`config.mk`:
```
export PLATFORM = sky130hd
export DESIGN_NAME = double_ended_queue_top
export DESIGN_NICKNAME = d
export VERILOG_FILES = /design/src/rtl/deq_pkg.sv /design/src/rtl/double_ended_queue_top.sv
export SDC_FILE = /design/constraint.sdc
export NUM_CORES = 1
export LEC_CHECK = 0
export BUFFER_PORTS_ARGS = -buffer_cell sky130_fd_sc_hd__buf_2
export CAP_MARGIN = 20
export CORE_MARGIN = 4
export CORE_UTILIZATION = 60
export DETAILED_ROUTE_END_ITERATION = 8
export HOLD_SLACK_MARGIN = 0.1
export MAX_ROUTING_LAYER = met4
export PLACE_DENSITY_LB_ADDON = 0.1
export SETUP_SLACK_MARGIN = 0.05
export SLEW_MARGIN = 20
export SYNTH_ARGS = -nofsm -noshare
export SYNTH_HDL_FRONTEND = slang
export SYNTH_SLANG_ARGS = --single-unit
```
`constraint.sdc`:
```
create_clock -name i_clk -period 7.6 [get_ports i_clk]
set_input_delay 0.76 -clock i_clk [delete_from_list [all_inputs] [get_ports i_clk]]
set_output_delay 0.76 -clock i_clk [all_outputs]
set_load 0.05 [all_outputs]
```
`src/rtl/deq_pkg.sv`:
```
// ---------------------------------------------------------------------------
// Deque package
// Sizes, command and status codes, and ring pointer helpers.
// ---------------------------------------------------------------------------
package deq_pkg;

    localparam int DEPTH  = 16;
    localparam int IDX_W  = (DEPTH > 1) ? $clog2(DEPTH) : 1;
    localparam int CNT_W  = $clog2(DEPTH + 1);
    localparam int OCC_W  = 5;
    localparam int WORD_W = 32;

    typedef enum logic [1:0] {
        CMD_PUSH_FRONT = 2'd0,
        CMD_PUSH_BACK  = 2'd1,
        CMD_POP_FRONT  = 2'd2,
        CMD_POP_BACK   = 2'd3
    } t_cmd;

    typedef enum logic [1:0] {
        ST_OK    = 2'd0,
        ST_EMPTY = 2'd1,
        ST_FULL  = 2'd2
    } t_status;

    // Advance a ring pointer by one, wrapping at the last slot.
    function automatic logic [IDX_W-1:0] f_step_up(input logic [IDX_W-1:0] idx);
        logic [IDX_W-1:0] res;
        if (idx == IDX_W'(DEPTH - 1)) begin
            res = '0;
        end else begin
            res = idx + IDX_W'(1);
        end
        return res;
    endfunction

    // Move a ring pointer back by one, wrapping at slot zero.
    function automatic logic [IDX_W-1:0] f_step_down(input logic [IDX_W-1:0] idx);
        logic [IDX_W-1:0] res;
        if (idx == '0) begin
            res = IDX_W'(DEPTH - 1);
        end else begin
            res = idx - IDX_W'(1);
        end
        return res;
    endfunction

endpackage

```
`src/rtl/double_ended_queue_top.sv`:
```
// ---------------------------------------------------------------------------
// Double-ended queue
// Bounded deque of signed 32-bit words kept in a ring memory.
// ---------------------------------------------------------------------------
// Usage:
//   Input channel (i_in_valid / o_in_stall) carries one command per transfer:
//   push front, push back, pop front or pop back, with the word to push.
//   Output channel (o_out_valid / i_out_stall) returns exactly one result per
//   command: status (ok, empty, full), the front and back words after the
//   command, a flag telling whether those words hold data, and the occupancy.
//   A push, a rejected command, or a pop that empties the queue loads its
//   result into the output register straight from the transfer; such
//   commands sustain one per cycle while the output is not stalled. A pop
//   that leaves words reads the new end word through the registered read
//   port of the ring memory, so its result waits in the read state and the
//   input stalls meanwhile. Front and back words live in cache registers;
//   the memory read data is used only to refill the end word a pop uncovers.
//   When the receiver stalls, the output register holds its result; the next
//   command is still taken and its result parks in the state registers while
//   o_in_stall is raised until the output register frees up.
//   Reset empties the queue and clears both pointers; the ring memory keeps
//   whatever it holds, which is never read before it is written.
// ---------------------------------------------------------------------------
module double_ended_queue_top
    import deq_pkg::*;
(
    input  logic                     i_clk,
    input  logic                     i_rst_n,
    input  logic                     i_in_valid,
    output logic                     o_in_stall,
    input  logic [1:0]               i_command,
    input  logic signed [WORD_W-1:0] i_value,
    output logic                     o_out_valid,
    input  logic                     i_out_stall,
    output logic [1:0]               o_status,
    output logic signed [WORD_W-1:0] o_front_word,
    output logic signed [WORD_W-1:0] o_back_word,
    output logic                     o_words_valid,
    output logic [OCC_W-1:0]         o_occupancy
);

    // Idle takes commands, read waits on the ring memory, send waits on the
    // output register.
    typedef enum logic [2:0] {
        S_IDLE = 3'b001,
        S_READ = 3'b010,
        S_SEND = 3'b100
    } t_state;

    // Ring memory: one write port (push), one registered read port (refill).
    logic [WORD_W-1:0] r_mem [DEPTH];
    logic [WORD_W-1:0] r_rdata;
    logic              w_we;
    logic [IDX_W-1:0]  w_waddr;
    logic [IDX_W-1:0]  w_raddr;

    // Queue state
    t_state            r_state,      n_state;
    logic [IDX_W-1:0]  r_front_idx,  n_front_idx;
    logic [IDX_W-1:0]  r_back_idx,   n_back_idx;
    logic [CNT_W-1:0]  r_count,      n_count;
    logic [WORD_W-1:0] r_front_word, n_front_word;
    logic [WORD_W-1:0] r_back_word,  n_back_word;
    t_status           r_status,     n_status;
    logic              r_read_front, n_read_front;

    // Output register
    logic              r_out_valid;
    t_status           r_out_status;
    logic [WORD_W-1:0] r_out_front;
    logic [WORD_W-1:0] r_out_back;
    logic              r_out_words_valid;
    logic [CNT_W-1:0]  r_out_count;

    logic w_accept;
    logic w_need_read;
    logic w_result_ready;
    logic w_out_free;
    logic w_load;

    assign w_accept   = i_in_valid && (r_state == S_IDLE);
    assign w_out_free = !r_out_valid || !i_out_stall;

    // Command decode and state update
    always_comb begin
        n_state      = r_state;
        n_front_idx  = r_front_idx;
        n_back_idx   = r_back_idx;
        n_count      = r_count;
        n_front_word = r_front_word;
        n_back_word  = r_back_word;
        n_status     = r_status;
        n_read_front = r_read_front;
        w_we         = 1'b0;
        w_waddr      = r_front_idx;
        w_raddr      = f_step_up(r_front_idx);
        w_need_read  = 1'b0;

        unique case (r_state)
            S_IDLE: begin
                if (w_accept) begin
                    n_status = ST_OK;
                    unique case (t_cmd'(i_command))
                        CMD_PUSH_FRONT: begin
                            if (r_count == CNT_W'(DEPTH)) begin
                                n_status = ST_FULL;
                            end else if (r_count == '0) begin
                                // First word: both ends land on the front slot.
                                n_back_idx   = r_front_idx;
                                w_we         = 1'b1;
                                w_waddr      = r_front_idx;
                                n_front_word = i_value;
                                n_back_word  = i_value;
                                n_count      = CNT_W'(1);
                            end else begin
                                n_front_idx  = f_step_down(r_front_idx);
                                w_we         = 1'b1;
                                w_waddr      = f_step_down(r_front_idx);
                                n_front_word = i_value;
                                n_count      = r_count + CNT_W'(1);
                            end
                        end
                        CMD_PUSH_BACK: begin
                            if (r_count == CNT_W'(DEPTH)) begin
                                n_status = ST_FULL;
                            end else if (r_count == '0) begin
                                // First word: both ends land on the back slot.
                                n_front_idx  = r_back_idx;
                                w_we         = 1'b1;
                                w_waddr      = r_back_idx;
                                n_front_word = i_value;
                                n_back_word  = i_value;
                                n_count      = CNT_W'(1);
                            end else begin
                                n_back_idx   = f_step_up(r_back_idx);
                                w_we         = 1'b1;
                                w_waddr      = f_step_up(r_back_idx);
                                n_back_word  = i_value;
                                n_count      = r_count + CNT_W'(1);
                            end
                        end
                        CMD_POP_FRONT: begin
                            if (r_count == '0) begin
                                n_status = ST_EMPTY;
                            end else if (r_count == CNT_W'(1)) begin
                                // Last word leaves; pointers stay put.
                                n_count = '0;
                            end else begin
                                n_front_idx  = f_step_up(r_front_idx);
                                w_raddr      = f_step_up(r_front_idx);
                                w_need_read  = 1'b1;
                                n_read_front = 1'b1;
                                n_count      = r_count - CNT_W'(1);
                            end
                        end
                        CMD_POP_BACK: begin
                            if (r_count == '0) begin
                                n_status = ST_EMPTY;
                            end else if (r_count == CNT_W'(1)) begin
                                n_count = '0;
                            end else begin
                                n_back_idx   = f_step_down(r_back_idx);
                                w_raddr      = f_step_down(r_back_idx);
                                w_need_read  = 1'b1;
                                n_read_front = 1'b0;
                                n_count      = r_count - CNT_W'(1);
                            end
                        end
                        default: begin
                            n_status = ST_OK;
                        end
                    endcase
                end
            end
            S_READ: begin
                // Refill the uncovered end word from the memory read.
                if (r_read_front) begin
                    n_front_word = r_rdata;
                end else begin
                    n_back_word = r_rdata;
                end
            end
            S_SEND: begin
                n_status = r_status;
            end
            default: begin
                n_state = S_IDLE;
            end
        endcase

        w_result_ready = (w_accept && !w_need_read) || (r_state == S_READ) ||
                         (r_state == S_SEND);
        w_load         = w_result_ready && w_out_free;

        if (w_accept && w_need_read) begin
            n_state = S_READ;
        end else if (w_result_ready) begin
            n_state = w_out_free ? S_IDLE : S_SEND;
        end
    end

    // Control and queue state registers
    always_ff @(posedge i_clk) begin
        if (!i_rst_n) begin
            r_state      <= S_IDLE;
            r_front_idx  <= '0;
            r_back_idx   <= '0;
            r_count      <= '0;
            r_status     <= ST_OK;
            r_read_front <= 1'b0;
            r_out_valid  <= 1'b0;
        end else begin
            r_state      <= n_state;
            r_front_idx  <= n_front_idx;
            r_back_idx   <= n_back_idx;
            r_count      <= n_count;
            r_status     <= n_status;
            r_read_front <= n_read_front;
            if (w_load) begin
                r_out_valid <= 1'b1;
            end else if (!i_out_stall) begin
                r_out_valid <= 1'b0;
            end
        end
    end

    // Cached end words and output payload
    always_ff @(posedge i_clk) begin
        r_front_word <= n_front_word;
        r_back_word  <= n_back_word;
        if (w_load) begin
            r_out_status      <= n_status;
            r_out_count       <= n_count;
            r_out_words_valid <= (n_count != '0);
            // Zero the words on an empty queue.
            r_out_front       <= (n_count != '0) ? n_front_word : '0;
            r_out_back        <= (n_count != '0) ? n_back_word : '0;
        end
    end

    // Ring memory
    always_ff @(posedge i_clk) begin
        if (w_we) begin
            r_mem[w_waddr] <= i_value;
        end
        r_rdata <= r_mem[w_raddr];
    end

    assign o_in_stall    = (r_state != S_IDLE);
    assign o_out_valid   = r_out_valid;
    assign o_status      = r_out_status;
    assign o_front_word  = r_out_front;
    assign o_back_word   = r_out_back;
    assign o_words_valid = r_out_words_valid;
    assign o_occupancy   = OCC_W'(r_out_count);

endmodule

```
==> summary.md, run 1 <==
| Metric | Value |
|---|---|
| CP Capture Type | `register` |
| Final Hold Vio Count | `0` |
| Fin crit period | `4.65 ns` |
| HP Class | `in -> reg` |
| Largest fanout on the critical path | `52` |
| Pleak | `12.0 nW` |
| Initial DRC Count | `3211` |
| Max_cap viols | `0` |
| Synth async-reset ratio | `0` |
| Core Area | `53700 um2` |
| Placed insts | `3206` |
| Drt drc | `0` |
| Final nets | `2638` |
| Pwr dens | `350 nW/um2` |
| CTS tree | `done` |
| DIE WIDTH | `241 um` |
| Crit path launch type | `register` |
| CTS sink cnt | `700` |
| Syn Inst Count | `2580` |
| Via count | `23716` |
| Slew Limit Fails | `0` |
| Most frequent cell after synthesis | `edfxtp_1` |
| Total GRT Usage | `0.325` |
| Outcome | `complete, no violations` |
| DIE AREA | `57900 um2` |
| PortBufs | `111` |
| Worst Clk Skew | `0.0190 ns` |
| Seq/Total Area, Yosys | `0.612` |
| Kind of critical path | `reg -> reg` |
| Post-synth EDFFs | `584` |
| Starting density of the core | `0.605` |
| Core Util, Final | `0.668` |
| Clock H-tree levels | `3` |
| DR pass1 iterations | `6` |
| Post-Syn Area per Cell | `12.6 um2` |
| Setup Buffers After CTS | `0` |
| Peak VDD IR | `0.000239 V` |
| CTS Root Cell | `clkbuf_16` |
| Drt via density | `7.09` |
| Post-synth top cells | `edfxtp_1 (584), a21oi_1 (252), nand2_1 (178)` |
| Setup TNS | `0 ns` |
| DP HPWL | `53700 um` |
| First-pass GRT wire length | `139000 um` |
| Largest net degree at the start of global routing | `214` |
| CP Launch Point | `r_back_idx[0]` |
| Reg-to-Reg Start | `r_back_idx[0]` |
| Core Rows | `85` |
| Synth area leaders | `edfxtp_1 (54%), dfxtp_1 (7.2%), mux4_2 (4.6%)` |
| Critical Path RT | `8.09 ns` |
| Worst reg-to-reg path cell count | `11` |
| Die H | `241 um` |
| Synth Register Bits | `700` |
| Post-synth top area cell | `edfxtp_1` |
| Proportion of layout cells with a drive suffix above 1 | `0.164` |
| Final WL | `92900 um` |
| Post-Syn Nets | `2632` |
| Slew HR | `0.237` |
| CTS clk-pin slew, worst paths | `0.06 ns` |
| Worst path arrival time | `5.14 ns` |
| Final Instance Count excl. Fillers | `3344` |
| Clock Tree Buf Depth | `3` |
| Hold Buf Count CTS | `0` |
| Final Setup Violations | `0` |
| Total congestion overflow | `0` |
| Fin worst setup slack | `2.95 ns` |
| Total CTS buffers | `74` |
| Vias in the first global route | `22974` |
| Antenna viol nets, final | `0` |
| R2r endpoint | `r_rdata[14]` |
| Synth Flop Type | `edfxtp_1` |
| Max Freq | `215 MHz` |
| Distinct cells, synth | `83` |
| Skew-Pair Late Insertion Delay | `0.62 ns` |
| Synth Cell Area | `32500 um2` |
| Critical path destination | `r_rdata[14]` |
| Dpl ws | `3.05 ns` |
| Area growth syn-to-layout | `10.5%` |
| RSZ-0062 raised after global routing | `no` |
| R2R setup slack | `2.95 ns` |
| Resize count post-CTS | `0` |
| Yosys top cell area share | `0.540` |
| Yosys warning total | `0` |
| Tightest Pin Transition | `1.15 ns` |
| Gpl congestion | `0.911` |
| Fin crit share | `0.612` |
| Antenna violations before repair | `1` |
| Avg WL per Cell | `27.8 um` |
| I/O pins | `112` |
kinds of logic after synthesis:
kind of cell	Yosys count	share of synthesized area
buffers and inverters	291	0.0400
multiplexers	195	0.0875
AND/OR/NAND/NOR	543	0.0814
flip-flops	700	0.612
XOR/XNOR	3	0.000809
AO/OA/AOI/OAI	834	0.173
adder cells (fa/ha/maj)	14	0.00539
worst min path at each step:
| stage | start | end | slack, ns | depth (start not counted) |
|---|---|---|---|---|
| 6_report | i_out_stall | o_out_valid | 0.46 | 3 |
| 5_1_grt | i_out_stall | o_out_valid | 0.46 | 3 |
| 4_1_cts | i_out_stall | o_out_valid | 0.44 | 3 |
| 3_5_place_dp | r_front_word[0] | r_front_word[0] | 0.48 | 2 |
| 3_3_place_gp | r_front_word[30] | r_front_word[30] | 0.47 | 2 |
| 2_1_floorplan | r_rdata[30] | r_front_word[30] | 0.45 | 2 |
final cells by class:
| type | count | area, um2 |
|---|---|---|
| clock buffer | 98 | 2040 |
| sequential | 700 | 19900 |
| clock inverter | 39 | 322 |
| antenna | 1 | 2.50 |
| fill | 3847 | 17800 |
| timing repair buffer | 168 | 1020 |
| multi-input combinational | 1589 | 11600 |
| tap | 696 | 871 |
| inverter | 53 | 199 |
where the power goes:
part           leakage [nW]  switching, W  internal, W
clock                  1.15       0.00150      0.00200
sequential             6.29      0.000366      0.00473
combinational          4.55       0.00267      0.00128
total                  12.0       0.00454      0.00802
registers in the layout, summed over array words and instances (netlist names), 4 cells and up:
register and count:
r_front_word 32, r_mem 512, o_back_word 32, o_occupancy 5, r_rdata 32, r_front_idx 4
r_back_word 32, r_back_idx 4, r_count 5, o_front_word 32
critical path, stage by stage, from the launching register on:
cell and delay, ns:
dfxtp_2 0.31, buf_4 0.53, inv_1 0.21, ha_4 0.23, or3b_1 0.15, buf_4 0.46, and2_4 0.82, buf_4 0.61
mux4_2 0.58, nand2_1 0.08, a21oi_1 0.07, or4_1 0.40
cell usage in the layout, fill, tap and decap left out, types with 69 or more instances in the layout:
cell / n
edfxtp_1: 584
dfxtp_1: 115
buf_2: 111
a31oi_1: 69
a21oi_1: 250
o21ai_0: 105
mux2i_1: 94
nor2_1: 108
nor3_1: 91
a22oi_1: 94
clkbuf_16: 77
nand2_1: 177
per-stage QoR:
step / instance area [um2] / hold slack [ns] / power, W
2_1_floorplan: 32500 / 0.452 / 0.00786
3_3_place_gp: 33500 / 0.468 / 0.00893
3_5_place_dp: 33500 / 0.483 / 0.00903
4_1_cts: 35900 / 0.440 / 0.0125
5_1_grt: 35900 / 0.460 / 0.0130
6_report: 35900 / 0.462 / 0.0126
metal layers:
metal | wire (um) | track usage | share of wire
met3 | 10400 | 0.0643 | 0.11
met2 | 42800 | 0.501 | 0.46
met1 | 36600 | 0.440 | 0.39
met5 | 0 | - | 0
met4 | 3170 | 0.111 | 0.034
No activity file was read; power rests on OpenSTA's default activity.
==> run 2, diff against run 1 <==
--- a/config.mk
+++ b/config.mk
@@ -5,10 +5,11 @@
 export SDC_FILE = /design/constraint.sdc
 export NUM_CORES = 1
 export LEC_CHECK = 0
+export ABC_AREA = 1
 export BUFFER_PORTS_ARGS = -buffer_cell sky130_fd_sc_hd__buf_2
 export CAP_MARGIN = 20
 export CORE_MARGIN = 4
-export CORE_UTILIZATION = 60
+export CORE_UTILIZATION = 56
 export DETAILED_ROUTE_END_ITERATION = 8
 export HOLD_SLACK_MARGIN = 0.1
 export MAX_ROUTING_LAYER = met4
==> constraint.sdc (replaced) <==
create_clock -name i_clk -period 3.8 [get_ports i_clk]
set_input_delay 0.38 -clock i_clk [delete_from_list [all_inputs] [get_ports i_clk]]
set_output_delay 0.38 -clock i_clk [all_outputs]
set_load 0.05 [all_outputs]
==> summary.md, run 2 <==
| Metric | Value |
|---|---|
| Outcome | `complete, no violations (unchanged)` |
| Multi-input combinational cell area | `9640 um2 (was 11600 um2)` |
| Skew-Pair Late Insertion Delay | `0.62 ns (about the same)` |
| Final nets | `3547 (was 2638)` |
| Area growth syn-to-layout | `13.0% (was 10.5%)` |
| Yosys warning total | `0 (unchanged)` |
| Antenna viol nets, final | `0 (unchanged)` |
| Syn Inst Count | `3430 (was 2580)` |
| CTS clk-pin slew, worst paths | `0.06 ns (about the same)` |
| Via count | `25092 (was 23716)` |
| Fin crit share | `0.887 (was 0.612)` |
| Placed insts | `4172 (was 3206)` |
| Max Freq | `297 MHz (was 215 MHz)` |
| Largest fanout on the critical path | `32 (was 52)` |
| PortBufs | `111 (unchanged)` |
| Final Setup Violations | `0 (unchanged)` |
| Seq/Total Area, Yosys | `0.612 (about the same)` |
| Pleak | `15.5 nW (was 12.0 nW)` |
| Yosys top cell area share | `0.541 (was 0.540)` |
| Die H | `249 um (was 241 um)` |
| Post-synth top area cell | `edfxtp_1 (unchanged)` |
| Distinct cells, synth | `33 (was 83)` |
| Slew Limit Fails | `0 (unchanged)` |
| Clock Tree Buf Depth | `3 (unchanged)` |
| Post-synth EDFFs | `584 (unchanged)` |
| Final Instance Count excl. Fillers | `4315 (was 3344)` |
| Core Area | `56800 um2 (was 53700 um2)` |
| Hold_sp | `i_value[1] (was i_out_stall)` |
| Hold Path Stages | `1 (was 3)` |
| Largest reg by FF count | `r_mem (unchanged)` |
| Starting density of the core | `0.571 (was 0.605)` |
| Synth Cell Area | `32400 um2 (was 32500 um2)` |
| CTS tree | `done (unchanged)` |
| Synth Register Bits | `700 (unchanged)` |
| Setup Buffers After CTS | `0 (unchanged)` |
| I/O pins | `112 (unchanged)` |
| Critical Path RT | `4.05 ns (was 8.09 ns)` |
| Fin crit period | `3.37 ns (was 4.65 ns)` |
| DR pass1 iterations | `9 (was 6)` |
| Post-synth top cells | `nand3_1 (649), nand2_1 (620), inv_1 (604) (was edfxtp_1 (584), a21oi_1 (252), nand2_1 (178))` |
| Filler cells | `4663 (was 3847)` |
| Total congestion overflow | `0 (unchanged)` |
| HP Class | `in -> reg (unchanged)` |
| Antenna violations before repair | `3 (was 1)` |
| Peak VDD IR | `0.000523 V (was 0.000239 V)` |
| First-pass GRT wire length | `138000 um (was 139000 um)` |
| Vias in the first global route | `23925 (was 22974)` |
| Largest register FFs | `512 (unchanged)` |
| Critical-path cell list | `inv_1 > ha_1 > nand2_2 > inv_1 > nand2_2 > nand2_1 > xor2_1 > nor2_1 > nor2_1 > nand2_1 > nand3_1 > nor2_4 > buf_4 (was buf_4 > inv_1 > ha_4 > or3b_1 > buf_4 > and2_4 > buf_4 > mux4_2 > nand2_1 > a21oi_1 > or4_1)` |
| R2r endpoint | `r_mem[13][23] (was r_rdata[14])` |
| Initial DRC Count | `2696 (was 3211)` |
| RSZ-0062 raised after global routing | `no (unchanged)` |
| Final WL | `90600 um (was 92900 um)` |
| Total GRT Usage | `0.293 (was 0.325)` |
| CP peak stage delay | `0.51 ns (was 0.82 ns)` |
| Worst Clk Skew | `0.0234 ns (was 0.0190 ns)` |
| Tightest Pin Transition | `0.964 ns (was 1.15 ns)` |
| Slew HR | `0.357 (was 0.237)` |
| Avg WL per Cell | `21.0 um (was 27.8 um)` |
| Post-Syn Nets | `3482 (was 2632)` |
| Hold worst-path end | `r_mem[15][1] (was o_out_valid)` |
| Worst reg-to-reg path cell count | `13 (was 11)` |
| CTS Root Cell | `clkbuf_16 (unchanged)` |
| R2R setup slack | `0.43 ns (was 2.95 ns)` |
| Worst path arrival time | `3.62 ns (was 5.14 ns)` |
| Drt via density | `5.82 (was 7.09)` |
| DIE WIDTH | `249 um (was 241 um)` |
| Post-Syn Area per Cell | `9.45 um2 (was 12.6 um2)` |
| Synth async-reset ratio | `0 (unchanged)` |
| Reg-to-Reg Start | `r_count[0] (was r_back_idx[0])` |
| Total CTS buffers | `75 (was 74)` |
| Pwr dens | `695 nW/um2 (was 350 nW/um2)` |
| Proportion of layout cells with a drive suffix above 1 | `0.0967 (was 0.164)` |
| Setup TNS | `0 ns (unchanged)` |
| Most common cell after layout, fill and taps aside | `nand3_1 (was edfxtp_1)` |
| Final Hold Vio Count | `0 (unchanged)` |
| CP Capture Type | `register (unchanged)` |
| FF+latch area | `19900 um2 (about the same)` |
| DIE AREA | `61800 um2 (was 57900 um2)` |
| Clock H-tree levels | `3 (unchanged)` |
| Core Util, Final | `0.645 (was 0.668)` |
| Drt drc | `0 (unchanged)` |
| Synth Flop Type | `edfxtp_1 (unchanged)` |
| Kind of critical path | `reg -> reg (unchanged)` |
| Most frequent cell after synthesis | `nand3_1 (was edfxtp_1)` |
| Synth area leaders | `edfxtp_1 (54%), nand3_1 (10%), nand2_1 (7.2%) (was edfxtp_1 (54%), dfxtp_1 (7.2%), mux4_2 (4.6%))` |
| CTS sink cnt | `700 (unchanged)` |
| Core Rows | `87 (was 85)` |
| Max_cap viols | `0 (unchanged)` |
| Critical-path top delay cell | `buf_4 (was and2_4)` |
| Gpl congestion | `0.873 (was 0.911)` |
| Largest net degree at the start of global routing | `95 (was 214)` |
| Most frequent cells in the layout | `nand3_1 (647), nand2_1 (619), inv_1 (604) (was edfxtp_1 (584), a21oi_1 (250), nand2_1 (177))` |
| Crit path launch type | `register (unchanged)` |
| DP HPWL | `52200 um (was 53700 um)` |
run 2: cell types whose count changed after synthesis, moves of 55 or more:
| cell | previous run | this run |
|---|---|---|
| nand3_1 | 21 | 649 |
| inv_1 | 50 | 604 |
| nand2_1 | 178 | 620 |
| a21oi_1 | 252 | 53 |
| nor2_1 | 122 | 229 |
| mux2i_1 | 96 | 0 |
| nand3b_1 | 3 | 96 |
| o211ai_1 | 10 | 98 |
| nor3_1 | 92 | 10 |
| clkbuf_1 | 133 | 65 |
| a31oi_1 | 70 | 3 |
| mux4_2 | 66 | 0 |
| a22oi_1 | 94 | 29 |
| o21ai_0 | 105 | 50 |
run 2: per-layer routing:
layer	up-vias	wire [um]	GRT usage
met2	1352	41200	0.447
met3	235	8730	0.0487
met4	0	2900	0.102
met1	11983	37800	0.403
li1	11522	-	-
met5	-	0	-
run 2: cell type report:
type                    instances  share of cell area
flip-flops and latches        700               0.542
multi-input cells            1923               0.263
inverters                     611              0.0626
clock buffers                  90              0.0551
repair buffers                184              0.0364
well taps                     756              0.0258
clock inverters                49              0.0147
diodes                          2            0.000137
run 2: worst max-delay path by stage:
stage / to / slack [ns] / cells after the start / start
after floorplan: o_back_word[0] / 0.10 / 8 / i_command[0]
after global placement: r_mem[13][17] / 0.57 / 13 / r_count[0]
after detailed placement: r_mem[13][6] / 0.46 / 13 / r_count[0]
after CTS: r_mem[13][10] / 0.46 / 13 / r_count[0]
after global routing: r_mem[13][8] / 0.27 / 13 / r_count[0]
final: r_mem[13][23] / 0.43 / 13 / r_count[0]
run 2: cells by family (layout without fill, tap and decap cells):
group / Yosys count / after routing / synth area share
XOR/XNOR: 9 / 9 / 0.00243
flip-flops: 700 / 700 / 0.612
other: 0 / 2 / 0
AO/OA/AOI/OAI: 283 / 283 / 0.0568
AND/OR/NAND/NOR: 1617 / 1617 / 0.225
buffers and inverters: 807 / 934 / 0.0980
adder cells (fa/ha/maj): 14 / 14 / 0.00540
run 2: critical path: cells and delay by family (launching register included):
family | cells | cell delay (ns)
buffers and inverters | 3 | 0.77
and+or+nand+nor | 8 | 1.39
xor gates and xnor gates | 1 | 0.16
DFF | 1 | 0.41
adders and majority gates | 1 | 0.25
run 2: repair_timing:
item	4_1_cts	5_1_grt
endpoints found under the setup margin	0	0
hold endpoints to repair	8	0
resized for setup	0	0
hold buffers	2	0
run 2: per-stage QoR:
stage	total power, W	setup WS (ns)	area [um2]	hold WS, ns
after floorplan	0.0154	0.102	32400	0.418
after global placement	0.0177	0.571	34000	0.455
after detailed placement	0.0179	0.462	34000	0.464
after CTS	0.0254	0.461	36600	0.123
after global routing	0.0266	0.273	36600	0.155
final	0.0254	0.428	36600	0.158
run 2: power by group:
group / total (W) / internal [W] / switching (W)
clock network: 0.00752 / 0.00449 / 0.00304
registers: 0.0103 / 0.00953 / 0.000726
logic: 0.00766 / 0.00207 / 0.00559
total: 0.0254 / 0.0161 / 0.00936
